<file path="config.mk">
export PLATFORM = sky130hd
export DESIGN_NAME = breakpoint_watch_matcher_top_flat
export DESIGN_NICKNAME = d
export VERILOG_FILES = /design/src/design/bwm_pkg.sv /design/src/design/bwm_stream_if.sv /design/src/design/bwm_table.sv /design/src/design/breakpoint_watch_matcher_top.sv /design/src/flat_wrapper.sv
export SDC_FILE = /design/constraint.sdc
export NUM_CORES = 2
export LEC_CHECK = 0
export BUFFER_PORTS_ARGS = -buffer_cell sky130_fd_sc_hd__buf_2
export CAP_MARGIN = 20
export CELL_PAD_IN_SITES_DETAIL_PLACEMENT = 0
export CELL_PAD_IN_SITES_GLOBAL_PLACEMENT = 2
export CORE_ASPECT_RATIO = 0.75
export CORE_MARGIN = 2
export CORE_UTILIZATION = 43
export DETAILED_ROUTE_END_ITERATION = 6
export PLACE_DENSITY_LB_ADDON = 0.1
export SYNTH_ARGS = -nofsm -noshare
export SYNTH_HDL_FRONTEND = slang
export SYNTH_SLANG_ARGS = --single-unit
</file>
<file path="constraint.sdc">
create_clock -name clk -period 5.1 [get_ports clk]
set_input_delay 1.02 -clock clk [delete_from_list [all_inputs] [get_ports clk]]
set_output_delay 1.02 -clock clk [all_outputs]
set_load 0.03 [all_outputs]
</file>
<file path="src/design/bwm_pkg.sv">
// ----------------------------------------------------------------------------
// bwm_pkg
// Shared types and codes of the breakpoint watch matcher: request and result
// records, action and access kind codes, entry flag bits, register indexes.
// ----------------------------------------------------------------------------
package bwm_pkg;

  // fixed field widths
  localparam int ACTION_W  = 3;
  localparam int KIND_W    = 2;
  localparam int SPACE_W   = 3;
  localparam int ADDR_W    = 24;
  localparam int DATA_W    = 8;
  localparam int INDEX_W   = 4;
  localparam int FLAGS_W   = 4;
  localparam int COUNT_W   = 32;
  localparam int CFG_IDX_W = 1;
  localparam int CFG_DAT_W = 1;

  // request actions
  typedef enum logic [ACTION_W-1:0] {
    ACT_EVENT     = 3'd0,
    ACT_SET       = 3'd1,
    ACT_CLEAR     = 3'd2,
    ACT_CLEAR_ALL = 3'd3,
    ACT_POLL      = 3'd4
  } action_t;

  // access kinds
  typedef enum logic [KIND_W-1:0] {
    KIND_EXEC  = 2'd0,
    KIND_READ  = 2'd1,
    KIND_WRITE = 2'd2
  } kind_t;

  // entry flag bit positions
  localparam int FLG_READ  = 0;
  localparam int FLG_WRITE = 1;
  localparam int FLG_EXEC  = 2;
  localparam int FLG_VALUE = 3;

  // configuration register indexes
  localparam logic [CFG_IDX_W-1:0] CFG_ENABLED = 1'd0;
  localparam logic [CFG_IDX_W-1:0] CFG_ACTIVE  = 1'd1;

  typedef struct packed {
    logic [ACTION_W-1:0] action;
    logic [KIND_W-1:0]   event_kind;
    logic [SPACE_W-1:0]  space;
    logic [ADDR_W-1:0]   address;
    logic [DATA_W-1:0]   data_value;
    logic [INDEX_W-1:0]  entry_index;
    logic [FLAGS_W-1:0]  entry_flags;
  } req_t;

  typedef struct packed {
    logic               matched_now;
    logic               pending_hit;
    logic [INDEX_W-1:0] last_hit_index;
    logic [COUNT_W-1:0] selected_hit_count;
  } rsp_t;

  // table operation strobes for the current request
  typedef struct packed {
    logic do_event;
    logic do_set;
    logic do_clear;
    logic do_clear_all;
  } tbl_cmd_t;

  // table outcome, state after the request
  typedef struct packed {
    logic               match_any;
    logic [INDEX_W-1:0] last_idx;
    logic [COUNT_W-1:0] sel_count;
  } tbl_res_t;

endpackage

</file>
<file path="src/design/bwm_stream_if.sv">
// ----------------------------------------------------------------------------
// bwm_stream_if
// Valid/ready channel carrying one payload record per request.
// ----------------------------------------------------------------------------
interface bwm_stream_if #(
  parameter type T = logic
) ();

  logic valid;
  logic ready;
  T     payload;

  modport source (output valid, output payload, input ready);
  modport sink   (input valid, input payload, output ready);

endinterface

</file>
<file path="src/design/bwm_table.sv">
// ----------------------------------------------------------------------------
// bwm_table
// Watch entry table with per-entry hit counters; compares an access against
// all entries in parallel and applies set, clear and clear-all updates.
// ----------------------------------------------------------------------------
module bwm_table #(
  parameter int NUM_ENTRIES = 16,
  parameter int ADDR_BITS   = 24
) (
  input  logic              clk,
  input  logic              rst_n,
  input  bwm_pkg::tbl_cmd_t cmd,
  input  bwm_pkg::req_t     req,
  output bwm_pkg::tbl_res_t res
);

  // entry storage
  logic [NUM_ENTRIES-1:0]                       valid_r;
  logic [NUM_ENTRIES-1:0][ADDR_BITS-1:0]        addr_r;
  logic [NUM_ENTRIES-1:0][bwm_pkg::DATA_W-1:0]  value_r;
  logic [NUM_ENTRIES-1:0][bwm_pkg::SPACE_W-1:0] space_r;
  logic [NUM_ENTRIES-1:0][bwm_pkg::FLAGS_W-1:0] flags_r;
  logic [NUM_ENTRIES-1:0][bwm_pkg::COUNT_W-1:0] hits_r;
  logic [NUM_ENTRIES-1:0][bwm_pkg::COUNT_W-1:0] hits_nxt;

  logic [NUM_ENTRIES-1:0] hit_vec;
  logic [NUM_ENTRIES-1:0] sel_vec;
  logic [ADDR_BITS-1:0]   ev_addr;
  logic [31:0]            idx_wide;

  assign ev_addr  = ADDR_BITS'(req.address);
  assign idx_wide = 32'(req.entry_index);

  // per-entry compare and index decode
  always_comb begin
    for (int i = 0; i < NUM_ENTRIES; i++) begin
      logic same_loc;
      logic val_ok;
      same_loc = valid_r[i] && (space_r[i] == req.space) && (addr_r[i] == ev_addr);
      val_ok   = !flags_r[i][bwm_pkg::FLG_VALUE] || (value_r[i] == req.data_value);
      sel_vec[i] = (idx_wide == 32'(i));
      hit_vec[i] = 1'b0;
      if (cmd.do_event && same_loc) begin
        unique case (req.event_kind)
          bwm_pkg::KIND_EXEC:  hit_vec[i] = flags_r[i][bwm_pkg::FLG_EXEC];
          bwm_pkg::KIND_READ:  hit_vec[i] = flags_r[i][bwm_pkg::FLG_READ] && val_ok;
          bwm_pkg::KIND_WRITE: hit_vec[i] = flags_r[i][bwm_pkg::FLG_WRITE] && val_ok;
          default:             hit_vec[i] = 1'b0;
        endcase
      end
    end
  end

  // next hit counters
  always_comb begin
    for (int i = 0; i < NUM_ENTRIES; i++) begin
      if (cmd.do_set && sel_vec[i]) begin
        hits_nxt[i] = '0;
      end else if (hit_vec[i]) begin
        hits_nxt[i] = hits_r[i] + 1'b1;
      end else begin
        hits_nxt[i] = hits_r[i];
      end
    end
  end

  // outcome: selected count, highest hit index
  always_comb begin
    res.match_any = |hit_vec;
    res.sel_count = '0;
    res.last_idx  = '0;
    for (int i = 0; i < NUM_ENTRIES; i++) begin
      if (sel_vec[i]) begin
        res.sel_count = res.sel_count | hits_nxt[i];
      end
      if (hit_vec[i]) begin
        res.last_idx = bwm_pkg::INDEX_W'(i);
      end
    end
  end

  // valid bits and counters
  always_ff @(posedge clk) begin
    if (!rst_n) begin
      valid_r <= '0;
      hits_r  <= '0;
    end else begin
      hits_r <= hits_nxt;
      for (int i = 0; i < NUM_ENTRIES; i++) begin
        if (cmd.do_clear_all) begin
          valid_r[i] <= 1'b0;
        end else if (cmd.do_set && sel_vec[i]) begin
          valid_r[i] <= |req.entry_flags;
        end else if (cmd.do_clear && sel_vec[i]) begin
          valid_r[i] <= 1'b0;
        end
      end
    end
  end

  // entry fields
  always_ff @(posedge clk) begin
    for (int i = 0; i < NUM_ENTRIES; i++) begin
      if (cmd.do_set && sel_vec[i]) begin
        addr_r[i]  <= ev_addr;
        value_r[i] <= req.data_value;
        space_r[i] <= req.space;
        flags_r[i] <= req.entry_flags;
      end
    end
  end

endmodule

</file>
<file path="src/design/breakpoint_watch_matcher_top.sv">
// ----------------------------------------------------------------------------
// breakpoint_watch_matcher_top
// Breakpoint/watchpoint matcher with a table of watch entries and hit counters.
// ----------------------------------------------------------------------------
// Takes one request per clock and returns one result per request. A request
// is captured in an input register, the table compare and update run in one
// pass behind it, and the result lands in an output register. A new request
// is taken every cycle as long as the result side keeps taking results; a
// request sees every table and flag change made by the request before it. The
// table compare across all entries is the longest path. Configuration writes go
// straight to the two control registers and are meant for an idle block.
module breakpoint_watch_matcher_top #(
  parameter int NUM_ENTRIES = 16,
  parameter int ADDR_BITS   = 24
) (
  input  logic                            clk,
  input  logic                            rst_n,
  bwm_stream_if.sink                      in_ch,
  bwm_stream_if.source                    out_ch,
  input  logic                            cfg_we,
  input  logic [bwm_pkg::CFG_IDX_W-1:0]   cfg_idx,
  input  logic [bwm_pkg::CFG_DAT_W-1:0]   cfg_wdata
);

  logic                        in_valid_r;
  bwm_pkg::req_t               in_req_r;
  logic                        out_valid_r;
  bwm_pkg::rsp_t               out_rsp_r;
  logic                        enabled_r;
  logic                        active_r;
  logic                        pending_r;
  logic                        pending_nxt;
  logic [bwm_pkg::INDEX_W-1:0] last_hit_r;
  logic [bwm_pkg::INDEX_W-1:0] last_hit_nxt;
  logic                        advance;
  logic                        is_poll;
  bwm_pkg::tbl_cmd_t           cmd;
  bwm_pkg::tbl_res_t           tres;
  bwm_pkg::rsp_t               rsp;

  // handshake
  assign advance      = in_valid_r && (!out_valid_r || out_ch.ready);
  assign in_ch.ready  = !in_valid_r || advance;
  assign out_ch.valid = out_valid_r;
  assign out_ch.payload = out_rsp_r;

  // request decode
  always_comb begin
    cmd.do_event     = advance && (in_req_r.action == bwm_pkg::ACT_EVENT)
                       && active_r && enabled_r;
    cmd.do_set       = advance && (in_req_r.action == bwm_pkg::ACT_SET);
    cmd.do_clear     = advance && (in_req_r.action == bwm_pkg::ACT_CLEAR);
    cmd.do_clear_all = advance && (in_req_r.action == bwm_pkg::ACT_CLEAR_ALL);
    is_poll          = (in_req_r.action == bwm_pkg::ACT_POLL) && active_r;
  end

  bwm_table #(
    .NUM_ENTRIES (NUM_ENTRIES),
    .ADDR_BITS   (ADDR_BITS)
  ) u_table (
    .clk   (clk),
    .rst_n (rst_n),
    .cmd   (cmd),
    .req   (in_req_r),
    .res   (tres)
  );

  // sticky pending flag and last hit
  always_comb begin
    pending_nxt  = pending_r;
    last_hit_nxt = last_hit_r;
    if (cmd.do_event && tres.match_any) begin
      pending_nxt  = 1'b1;
      last_hit_nxt = tres.last_idx;
    end else if (advance && is_poll) begin
      pending_nxt = 1'b0;
    end
  end

  // result record
  always_comb begin
    rsp.matched_now        = cmd.do_event && tres.match_any;
    rsp.pending_hit        = is_poll && pending_r;
    rsp.last_hit_index     = last_hit_nxt;
    rsp.selected_hit_count = tres.sel_count;
  end

  // input register
  always_ff @(posedge clk) begin
    if (!rst_n) begin
      in_valid_r <= 1'b0;
    end else if (in_ch.ready) begin
      in_valid_r <= in_ch.valid;
    end
  end

  always_ff @(posedge clk) begin
    if (in_ch.ready && in_ch.valid) begin
      in_req_r <= in_ch.payload;
    end
  end

  // output register
  always_ff @(posedge clk) begin
    if (!rst_n) begin
      out_valid_r <= 1'b0;
    end else if (advance) begin
      out_valid_r <= 1'b1;
    end else if (out_ch.ready) begin
      out_valid_r <= 1'b0;
    end
  end

  always_ff @(posedge clk) begin
    if (advance) begin
      out_rsp_r <= rsp;
    end
  end

  // status registers
  always_ff @(posedge clk) begin
    if (!rst_n) begin
      pending_r  <= 1'b0;
      last_hit_r <= '0;
    end else begin
      pending_r  <= pending_nxt;
      last_hit_r <= last_hit_nxt;
    end
  end

  // control registers
  always_ff @(posedge clk) begin
    if (!rst_n) begin
      enabled_r <= 1'b1;
      active_r  <= 1'b0;
    end else if (cfg_we) begin
      unique case (cfg_idx)
        bwm_pkg::CFG_ENABLED: enabled_r <= cfg_wdata[0];
        bwm_pkg::CFG_ACTIVE:  active_r  <= cfg_wdata[0];
        default:              ;
      endcase
    end
  end

  // a matching access leaves the pending flag set
  a_match_sets_pending: assert property (@(posedge clk) disable iff (!rst_n)
    (cmd.do_event && tres.match_any) |=> pending_r)
    else $error("pending flag not set after a matching access");

  // an active poll clears the pending flag
  a_poll_clears_pending: assert property (@(posedge clk) disable iff (!rst_n)
    (advance && is_poll) |=> !pending_r)
    else $error("pending flag survived a poll");

  // an empty output register never blocks the input side
  a_ready_when_empty: assert property (@(posedge clk) disable iff (!rst_n)
    !out_valid_r |-> in_ch.ready)
    else $error("input stalled with an empty output register");

  // a result is never both a match and a poll report
  a_match_xor_poll: assert property (@(posedge clk) disable iff (!rst_n)
    out_valid_r |-> !(out_rsp_r.matched_now && out_rsp_r.pending_hit))
    else $error("result flags both match and poll");

endmodule

</file>
<file path="src/flat_wrapper.sv">
// flat-port wrapper written by rule: the top's interface ports become plain ports
module breakpoint_watch_matcher_top_flat import bwm_pkg::*;
#(
  parameter int NUM_ENTRIES = 16,
  parameter int ADDR_BITS   = 24
)
  (clk, rst_n, cfg_we, cfg_idx, cfg_wdata, in_ch_valid, in_ch_payload, in_ch_ready, out_ch_valid, out_ch_payload, out_ch_ready);
  bwm_stream_if #(.T(req_t)) in_ch_i ();
  bwm_stream_if #(.T(rsp_t)) out_ch_i ();
  input  logic clk;
  input  logic rst_n;
  input  logic cfg_we;
  input  logic [bwm_pkg::CFG_IDX_W-1:0] cfg_idx;
  input  logic [bwm_pkg::CFG_DAT_W-1:0] cfg_wdata;
  input wire logic [$bits(in_ch_i.valid)-1:0] in_ch_valid;
  input wire logic [$bits(in_ch_i.payload)-1:0] in_ch_payload;
  output wire logic [$bits(in_ch_i.ready)-1:0] in_ch_ready;
  output wire logic [$bits(out_ch_i.valid)-1:0] out_ch_valid;
  output wire logic [$bits(out_ch_i.payload)-1:0] out_ch_payload;
  input wire logic [$bits(out_ch_i.ready)-1:0] out_ch_ready;
  assign in_ch_i.valid = in_ch_valid;
  assign in_ch_i.payload = in_ch_payload;
  assign in_ch_ready = in_ch_i.ready;
  assign out_ch_valid = out_ch_i.valid;
  assign out_ch_payload = out_ch_i.payload;
  assign out_ch_i.ready = out_ch_ready;
  breakpoint_watch_matcher_top #(.NUM_ENTRIES(NUM_ENTRIES), .ADDR_BITS(ADDR_BITS)) u_core (.clk(clk), .rst_n(rst_n), .in_ch(in_ch_i), .out_ch(out_ch_i), .cfg_we(cfg_we), .cfg_idx(cfg_idx), .cfg_wdata(cfg_wdata));
endmodule
</file>
# After elaboration in Yosys (flattened, before gate mapping)

Cells that the tools add are included.

Output and inout bits: 40
Input bits: 55
Register bits: 1247
Logic and storage cells: 533

Bitwise operators: 17
Reductions and logical operators: 186
Equality and inequality tests: 69
Add/sub/neg operators: 16
Muxes and demuxes: 132

Operator list:

| kind                    | count |
|---|---|
| $mux W32                | 48 |
| $add A32 B1 Y32 const B | 16 |
| $or A32 B32 Y32         | 15 |
| $eq A24 B24 Y1          | 16 |
| $eq A8 B8 Y1            | 16 |
| $logic_and A1 B1 Y1     | 124 |
| $mux W4                 | 15 |
| $mux W1                 | 53 |
| $eq A3 B3 Y1            | 16 |
| $pmux W1 S3             | 16 |
| $reduce_bool A2 Y1      | 18 |
| $eq A4 B4 Y1 const B    | 8 |
| $logic_not A32 Y1       | 1 |
| $logic_not A1 Y1        | 18 |
| $logic_or A1 B1 Y1      | 18 |
| $eq A4 B3 Y1 const B    | 4 |
| $reduce_or A16 Y1       | 1 |
| $eq A4 B2 Y1 const B    | 2 |
| $eq A3 B2 Y1 const B    | 2 |
| $eq A4 B1 Y1 const B    | 1 |
| $reduce_and A2 Y1       | 2 |
| $reduce_or A4 Y1        | 1 |
| $eq A3 B1 Y1 const B    | 1 |
| $eq A3 B3 Y1 const B    | 1 |
| 6 further kinds         | 7 |

# Depth between registers and ports, before layout

Depth in word-level cells: 41
Gate-level depth with buffers: 16

# By module

Synthesis repeated with hierarchy kept, for this count alone.

Cell total of the unflattened synthesis: 5215
Area total of the unflattened synthesis: 57580.2 sq um

By module, submodules not included:

| module                       | cells each | instances | area each (sq um) | sequential area each (sq um) |
|---|---|---|---|---|
| bwm_table                    | 5075       | 1         | 54483.5           | 29308.1 |
| breakpoint_watch_matcher_top | 140        | 1         | 3096.7            | 2762.6 |

# Least setup slack after synthesis

No wires, ideal clock.

Path type: in2reg
Start: input out_ch_ready
End: register u_core.u_table.addr_r[336] (netlist bit), enable pin
Slack: 0.429 ns
Arrival time: 4.235 ns
Cell stages on the path: 9
Path buffers: 6
Cells stage by stage: or2b_1 nand4_1 clkbuf_1 clkbuf_1 clkbuf_1 buf_1 clkbuf_1 clkbuf_1 nor2_1

Longest elaborated chain between the ends: 4

Ends and longest elaborated chain:

| what                           | RTL line                           | source |
|---|---|---|
| start: declaration             | flat_wrapper.sv:20                 | `input wire logic [$bits(out_ch_i.ready)-1:0] out_ch_ready;` |
| $logic_or A1 B1 Y1             | breakpoint_watch_matcher_top.sv:42 | `assign advance = in_valid_r && (!out_valid_r \|\| out_ch.ready);` |
| $logic_and A1 B1 Y1            | breakpoint_watch_matcher_top.sv:42 |  |
| $logic_and A1 B1 Y1            | breakpoint_watch_matcher_top.sv:51 | `cmd.do_set = advance && (in_req_r.action == bwm_pkg::ACT_SET);` |
| $logic_and A1 B1 Y1            | bwm_table.sv:104                   | `if (cmd.do_set && sel_vec[i]) begin` |
| end signal: indexed assignment | bwm_table.sv:105                   | `addr_r[i] <= ev_addr;` |
| end: declaration               | bwm_table.sv:19                    | `logic [NUM_ENTRIES-1:0][ADDR_BITS-1:0] addr_r;` |

Every way passes these cells.
A chain may end at the register's enable or synchronous reset.

==> results.json <==
{
  "worst_pin_slew_ps": 1150,
  "drc": 0,
  "reg2reg_from": "u_core.in_req_r[43]$_DFFE_PP_",
  "p_per_area_mw_per_mm2": 325,
  "grt_pass1_vias": 39500,
  "ys_dominant_reg_cell": "edfxtp_1",
  "clock.fmax_mhz": 198,
  "vias_per_cell": 5.85,
  "dr.pass1.iters": 6,
  "gp_congestion": 0.981,
  "fin_crit_ps": 5040,
  "multiInputGateArea_mm2": 0.0237,
  "setup_viol": 0,
  "num_vias": 43400,
  "hold_path_class": "input port to flop",
  "clk_path_buf_depth": 3,
  "ant_nets": 0,
  "drv_slew": 0,
  "numCtsBuffers": 133,
  "hpwl_mm": 164,
  "insertion_delay_ps": 790,
  "finalPower_mw": 21.5,
  "area.sequential_mm2": 0.0321,
  "holdWs_ps": 413,
  "final_common_cell": "xnor2_1",
  "mostFrequentLayoutCells": "763 x xnor2_1, 710 x edfxtp_1, 695 x nor2_1",
  "grt_pass1_wl_mm": 308,
  "port_buffers": 94,
  "cp-start-kind": "flop",
  "fillCellCount": 11900,
  "nets": 5630,
  "synth-warning-count": 0,
  "syn_area_mm2": 0.0569,
  "cp_data_arrival_time_ps": 5510,
  "r2r_setup_slack_ps": 60,
  "cts_tree": "yes",
  "ctsHoldBuffers": 0,
  "drt_iter0_drc": 5905,
  "crit_type": "flop to flop",
  "leakage_nw": 21.1,
  "synth-edff-count": 710,
  "synthToLayoutAreaGrowth_pct": 16.2,
  "die_w_um": 424,
  "holdPathEnd": "u_core.in_req_r[26]$_DFFE_PP_",
  "r2r_end": "u_core.out_ch.payload[10]$_DFFE_PP_",
  "cp.required_ps": 5570,
  "grt_usage_pct": 32.2,
  "synth_nets": 5269,
  "cp_max_fo": 13,
  "reg2regPathDepth": 15,
  "ys_seq_area_share_pct": 56.3,
  "overflow": 0,
  "core-area_mm2": 0.131,
  "h-tree-depth": 4,
  "netlist_instances": 5195,
  "fp.dieH_um": 319,
  "start_util_pct": 43.4,
  "syn_avg_cell_area_um2": 11.0,
  "antenna_found_initial": 15,
  "cp-end-kind": "flop",
  "finalHoldViolations": 0,
  "wire_per_inst_um": 29.8,
  "layout-drive-gt1-share_pct": 12.6,
  "grt_max_degree": 40,
  "whs_path_depth": 1,
  "num_rows": 115,
  "ir_worst_vdd_uv": 316,
  "holdCritStartpoint": "in_ch_payload[26]",
  "async_flop_share_pct": 0,
  "ys_types": 75,
  "wl_mm": 221,
  "clock_skew_ps": 24.7,
  "die-area_mm2": 0.135,
  "root_buffer": "clkbuf_16",
  "ys_ff_latch": 1247,
  "fin_setup_tns_ps": 0,
  "relSlewSlack_pct": 23.2,
  "cts.clk_slew.worst_paths_ps": 60,
  "status": "finished, final reports clean",
  "cap_viol_max_count": 0,
  "cts.sinks": 1247,
  "final.period_utilization_pct": 98.8,
  "pin_count": 95
}
## report_power, final
| group | switching [mW] | internal [mW] |
|---|---|---|
| clock network | 4.18 | 5.59 |
| logic | 0.726 | 0.311 |
| registers | 0.0548 | 10.7 |
| total | 4.96 | 16.6 |
## layer usage
| metal | routed length [um] | track usage (%) |
|---|---|---|
| met5 | 21 | 0 |
| met4 | 4220 | 6.75 |
| met3 | 26600 | 9.80 |
| met2 | 84800 | 41.9 |
| met1 | 105000 | 51.3 |
## worst max-delay path, stage by stage (launching register included)
cell	delay (ps)
edfxtp_1	400
inv_1	100
ha_1	250
buf_4	200
buf_4	200
mux2_1	330
nand2_1	180
o21ai_1	140
o211ai_2	580
buf_12	220
nor2_1	90
and3_1	210
xnor2_1	670
o22ai_1	220
nor4_1	710
nand3_1	200
## registers in the layout, summed over array words and instances, names as in the netlist, 4 cells and up
signal,flops
u_core.in_req_r,48
u_core.u_table.hits_r,512
u_core.u_table.valid_r,16
u_core.out_ch.payload,38
u_core.u_table.addr_r,384
u_core.u_table.flags_r,64
u_core.last_hit_r,4
u_core.u_table.value_r,128
u_core.u_table.space_r,48
## final cells by class
| type | count | area share (%) |
|---|---|---|
| multi-input combinational | 3655 | 35.8 |
| tap | 1755 | 3.32 |
| inverter | 65 | 0.369 |
| sequential | 1247 | 48.5 |
| clock inverter | 43 | 0.679 |
| antenna | 5 | 0.0189 |
| timing repair buffer | 454 | 5.46 |
| clock buffer | 194 | 5.81 |
## cells in the mapped netlist, types with 39 or more instances
cell type | n | area (um^2)
edfxtp_1 | 710 | 21300
nor2_1 | 712 | 2670
nor4_1 | 118 | 738
o22ai_1 | 171 | 1070
and4_1 | 59 | 517
nand3_1 | 215 | 1080
clkbuf_1 | 137 | 514
nor2b_1 | 42 | 263
and3_1 | 98 | 613
inv_1 | 65 | 244
xnor2_1 | 763 | 6680
o21ai_0 | 39 | 195
nand2_1 | 266 | 998
nand4_1 | 395 | 2470
nor3_1 | 125 | 626
xor2_1 | 287 | 2510
dfxtp_1 | 537 | 10800
## cell families (layout without fill, tap and decap cells)
| logic type | Yosys count | in the layout | share of synthesized area (%) |
|---|---|---|---|
| AOI/OAI and AO/OA | 401 | 401 | 4.86 |
| xor gates and xnor gates | 1051 | 1051 | 16.2 |
| adders and majority gates | 19 | 19 | 0.418 |
| buffers and inverters | 293 | 756 | 2.50 |
| DFF | 1247 | 1247 | 56.3 |
| muxes | 37 | 37 | 0.688 |
| other | 0 | 5 | 0 |
| and+or+nand+nor | 2147 | 2147 | 19.0 |
## worst max path at each step
stage	cells past startpoint	slack, ps	end	startpoint
2_1_floorplan	9	430	u_core.u_table.addr_r[336]$_DFFE_PP_	out_ch_ready
3_3_place_gp	13	-170	u_core.out_ch.payload[27]$_DFFE_PP_	out_ch_ready
3_5_place_dp	13	-280	u_core.out_ch.payload[27]$_DFFE_PP_	out_ch_ready
4_1_cts	11	50	u_core.out_ch.payload[30]$_DFFE_PP_	u_core.in_req_r[30]$_DFFE_PP_
5_1_grt	12	-0.4	u_core.out_ch.payload[26]$_DFFE_PP_	u_core.in_req_r[43]$_DFFE_PP_
6_report	15	60	u_core.out_ch.payload[10]$_DFFE_PP_	u_core.in_req_r[43]$_DFFE_PP_
## stage by stage
step,utilization [%],setup WS (ps),instance area (um^2),cells
floorplan,-,429,56900,5195
global placement,47.0,-172,61600,7165
detailed placement,47.0,-284,61600,7165
CTS,50.3,45.9,66000,7407
global route,50.4,-0.374,66100,7413
finish,50.4,59.2,66100,7418
## repair_timing
| item | CTS | global route |
|---|---|---|
| resized for setup | 2 | 12 |
| setup buffers | 5 | 5 |
| setup endpoints to repair | 2 | 7 |
| pin swaps | 0 | 1 |
No activity file was read; power rests on OpenSTA's default activity.
